`src/rtl/assert_macros.svh`:
```
// Assertion macros used by the top-level RTL file of the safety check engine.
`ifndef ASSERT_MACROS_SVH
`define ASSERT_MACROS_SVH

// Same-cycle implication, checked outside reset.
`define BSC_ASSERT_IMP(label, ante, cons) \
    label: assert property (@(posedge clk) disable iff (!rst_n) (ante) |-> (cons)) \
        else $error("safety check assertion failed");

// Next-cycle implication, checked outside reset.
`define BSC_ASSERT_NXT(label, ante, cons) \
    label: assert property (@(posedge clk) disable iff (!rst_n) (ante) |=> (cons)) \
        else $error("safety check assertion failed");

`endif

```
`src/rtl/bsc_ram.sv`:
```
// Generic single-write, single-read RAM with registered read data.
`default_nettype none

module bsc_ram #(
    parameter int WIDTH = 16,
    parameter int DEPTH = 128
) (
    input  wire logic                     clk,
    input  wire logic                     we,
    input  wire logic [$clog2(DEPTH)-1:0] waddr,
    input  wire logic [WIDTH-1:0]         wdata,
    input  wire logic [$clog2(DEPTH)-1:0] raddr,
    output logic      [WIDTH-1:0]         rdata
);

    logic [WIDTH-1:0] mem [DEPTH];
    logic [WIDTH-1:0] rdata_reg;

    // Write one entry, read one entry a cycle
    always_ff @(posedge clk)
    begin
        if (we)
        begin
            mem[waddr] <= wdata;
        end
        rdata_reg <= mem[raddr];
    end

    assign rdata = rdata_reg;

endmodule

`default_nettype wire

```
`config.mk`:
```
export PLATFORM = sky130hd
export DESIGN_NAME = bsc_ram
export DESIGN_NICKNAME = d
export VERILOG_FILES = /design/src/rtl/assert_macros.svh /design/src/rtl/bsc_ram.sv
export SDC_FILE = /design/constraint.sdc
export NUM_CORES = 2
export LEC_CHECK = 0
export ABC_AREA = 1
export BUFFER_PORTS_ARGS = -buffer_cell sky130_fd_sc_hd__buf_4
export CORE_ASPECT_RATIO = 1.1
export CORE_MARGIN = 8
export CORE_UTILIZATION = 48
export CTS_BUF_LIST = sky130_fd_sc_hd__clkbuf_4 sky130_fd_sc_hd__clkbuf_8 sky130_fd_sc_hd__clkbuf_16
export CTS_CLUSTER_DIAMETER = 120
export DETAILED_ROUTE_END_ITERATION = 12
export GPL_ROUTABILITY_DRIVEN = 1
export PLACE_DENSITY = 0.72
export SLEW_MARGIN = 40
export SYNTH_ARGS = -nofsm -noshare
export SYNTH_HDL_FRONTEND = slang
export SYNTH_SLANG_ARGS = --single-unit
```
`constraint.sdc`:
```
create_clock -name clk -period 3 [get_ports clk]
set_input_delay 0.6 -clock clk [delete_from_list [all_inputs] [get_ports clk]]
set_output_delay 0.6 -clock clk [all_outputs]
set_load 0.01 [all_outputs]
```
==> impl_results.md <==
* Status: finished, final reports clean
* Core ar. at about 170000 um^2
* Hold slack final at 187 ps
* Max incr delay on CP at ~400 ps
* DRT Pass-1 Iters at 6
* Buf/Inv on CP at 4
* Netlist cell types at 15
* Leak at 33.3 nW
* Syn nets at about 6.8k
* Crit Path Max Fanout at 102
* Worst-path cell chain: buf_8 -> buf_12 -> buf_12 -> buf_4 -> nand2_1 -> nand3_1 -> nand3_1 -> nand3_1 -> nand3_1 -> nand3_1 -> nand3_1 -> nand2_1
* Min Tclk post-route at 2370 ps
* Share of cells above drive strength 1 at roughly a tenth
* CTS tree: done
* Most frequent cells in the layout: nand2_1 (2087), edfxtp_1 (2048), nand3_1 (2019), buf_4 (343), clkbuf_16 (202)
* Cts repair resizes at 0
* # rows at 160
* Yosys Warn Count at 0
* Synthesized flop and latch total at 2064
* CP max-delay cell: nand3_1
* Fin crit share at 79.1%
* Layout net count at 6999
* First-pass GRT wire length at 340000 um
* Largest register FFs at 2048
* Combinational group share of total power at 6.4%
* Num Clock Sinks at 2064
* Die width at roughly 410 um
* Syn Std Cell Area at 82800 um^2
* Worst VDD drop at about 0.55 mV
* Clk Latency, worst-skew pair at 880 ps
* Die area at 186000 um^2
* Critical path type: in2reg
* Clock power frac at between 40% and 50%
* Initial Utilization at 48.1%
* Synthesis-to-finish area growth at 13.9%
* Sequential share of power at 52.1%
* Clock transition at path regs at 60 ps
* Critical Path AT at roughly 3200 ps
* Worst r2r src: mem[89][7]
* Root Buffer: clkbuf_16
* Total gr overflow at 0
* CP endpoint kind: flop
* RD Place Congestion at ~0.92
* Post-synth top area share at 74.2%
* CTS Buf Count at 199
* Mapped Cells at slightly below 7k
* Fin. Hold Viols at 0
* DRC marker count from the first detailed-route iteration at 7148
* Total wire length at 230000 um
* Hold_sp: wdata[1]
* Net switching power figure at 13.9 mW
* Seq. cell area at 61800 um^2
* H-tree depth at 4
* Hpwl dp at 137000 um
* HP Class: in2reg
* Avg WL per Cell at 24.5 um
* FILL cells at roughly 14k
* Required @ worst endpoint at 3790 ps
* Port Buffers at between 40 and 50
* Setup WS pre-CTS at -50.2 ps
* Fin Clk Skew at about 60 ps
* Die H at 452 um
* I/O pin cnt at 48
* Startpoint class of the critical path: input port
* GRT Resource Usage Total at 24.2%
* Setup bufs post-CTS at 0
* Int Power at 47.4 mW
* Post-synthesis sequential area ratio at 74.6%
* CP top delay family: simple AND/OR/NAND/NOR gates
* Final setup fails at 0
* Initial antenna violation count at 11
* Multi-input gate area at 18500 um^2
* Remaining DRCs at 0
* Top cells by area, synth: edfxtp_1 (74%), nand3_1 (12%), nand2_1 (9.5%), buf_2 (1.5%), nor2_1 (0.61%)
* Via count at 55.8k
* Sw Ratio at a little under a quarter
* Vias/cell at 5.93
* Largest net degree at the start of global routing at 129
* Commonest non-fill, non-tap cell in the layout: nand2_1
* Max-cap violations at 0
* Synthesized area per cell at 12.2 um^2
* RSZ-0062 raised after global routing: false
* Antenna Nets Post-Route at 0
* Slew Limit Fails at 0
* Pwr dens at 650 nW/um^2
* Final worst slack at 628 ps
* Critical Path Source: raddr[0]
* Most frequent CP cell: nand3_1
* Final Util at 54.8%
* Worst-Margin Slew at about 840 ps
* Vias in the first global route at 53.5k
* Clock Path Buffers at 3
* Area leader, netlist: edfxtp_1
* Achievable Freq at 0.422 GHz
* Cts hold-fix bufs at 0
* Rel. slew slack at between 40% and 50%
stage by stage:
stage / total power, mW / cells / area (um^2) / TNS [ps]
2_1_floorplan: 34.4 / 6793 / 82800 / 0
3_3_place_gp: 36.3 / 9033 / 87500 / -43.3
3_5_place_dp: 36.4 / 9034 / 87600 / -68.6
4_1_cts: 61.4 / 9409 / 94300 / 0
5_1_grt: 62.9 / 9410 / 94300 / 0
6_report: 61.3 / 9414 / 94300 / 0
power by group through the flow:
stage | logic [mW] | clock network (mW) | registers, mW
after floorplan | 1.95 | 0 | 32.5
after global placement | 3.77 | 0 | 32.5
after detailed placement | 3.84 | 0 | 32.5
after CTS | 3.86 | 25.7 | 31.9
after global routing | 4.17 | 26.8 | 31.9
final | 3.92 | 25.4 | 31.9
metal layers:
metal | wire length (um) | vias up | global-route usage, % | share of wire (%)
li1 | - | 24600 | - | -
met1 | 85400 | 27100 | 32.0 | 37
met2 | 108000 | 3541 | 38.3 | 47
met3 | 26300 | 565 | 5.51 | 11
met4 | 10300 | 6 | 10.8 | 4.5
met5 | 36 | - | 0 | 0.016
cell type report:
class / instances / share of cell area [%]
multi-input combinational: 4248 / 19.6
inverter: 24 / 0.131
antenna: 5 / 0.0133
timing repair buffer: 430 / 4.56
clock buffer: 252 / 5.78
sequential: 2064 / 65.5
clock inverter: 123 / 1.39
tap: 2268 / 3.01
cells in the mapped netlist (all sizes together):
master	number
nand2	2087
clkbuf	81
edfxtp	2048
dfxtp	16
nor3	8
nor2	134
nand3	2019
buf	376
inv	24
cells by family after synthesis:
logic type	count (synthesis)	synth area share [%]
buffers and inverters	481	3.05
flip-flops	2064	74.6
AND/OR/NAND/NOR	4248	22.3
final timing paths:
| kind | end | slack (ps) | cells after the start |
|---|---|---|---|
| setup / recovery | rdata[7] | 630 | 12 |
| hold reg to reg | rdata[1] | 880 | 8 |
| setup reg to reg | rdata[7] | 1010 | 8 |
| hold / removal | mem[105][1] | 190 | 1 |
worst register-to-register path, stage by stage (launching register included):
cell and delay (ps):
edfxtp_1 360, nand2_1 80, nand3_1 90, nand3_1 140, nand3_1 160, nand3_1 170, nand3_1 320, nand3_1 420
nand2_1 120
(Power assumes the default switching activity.)
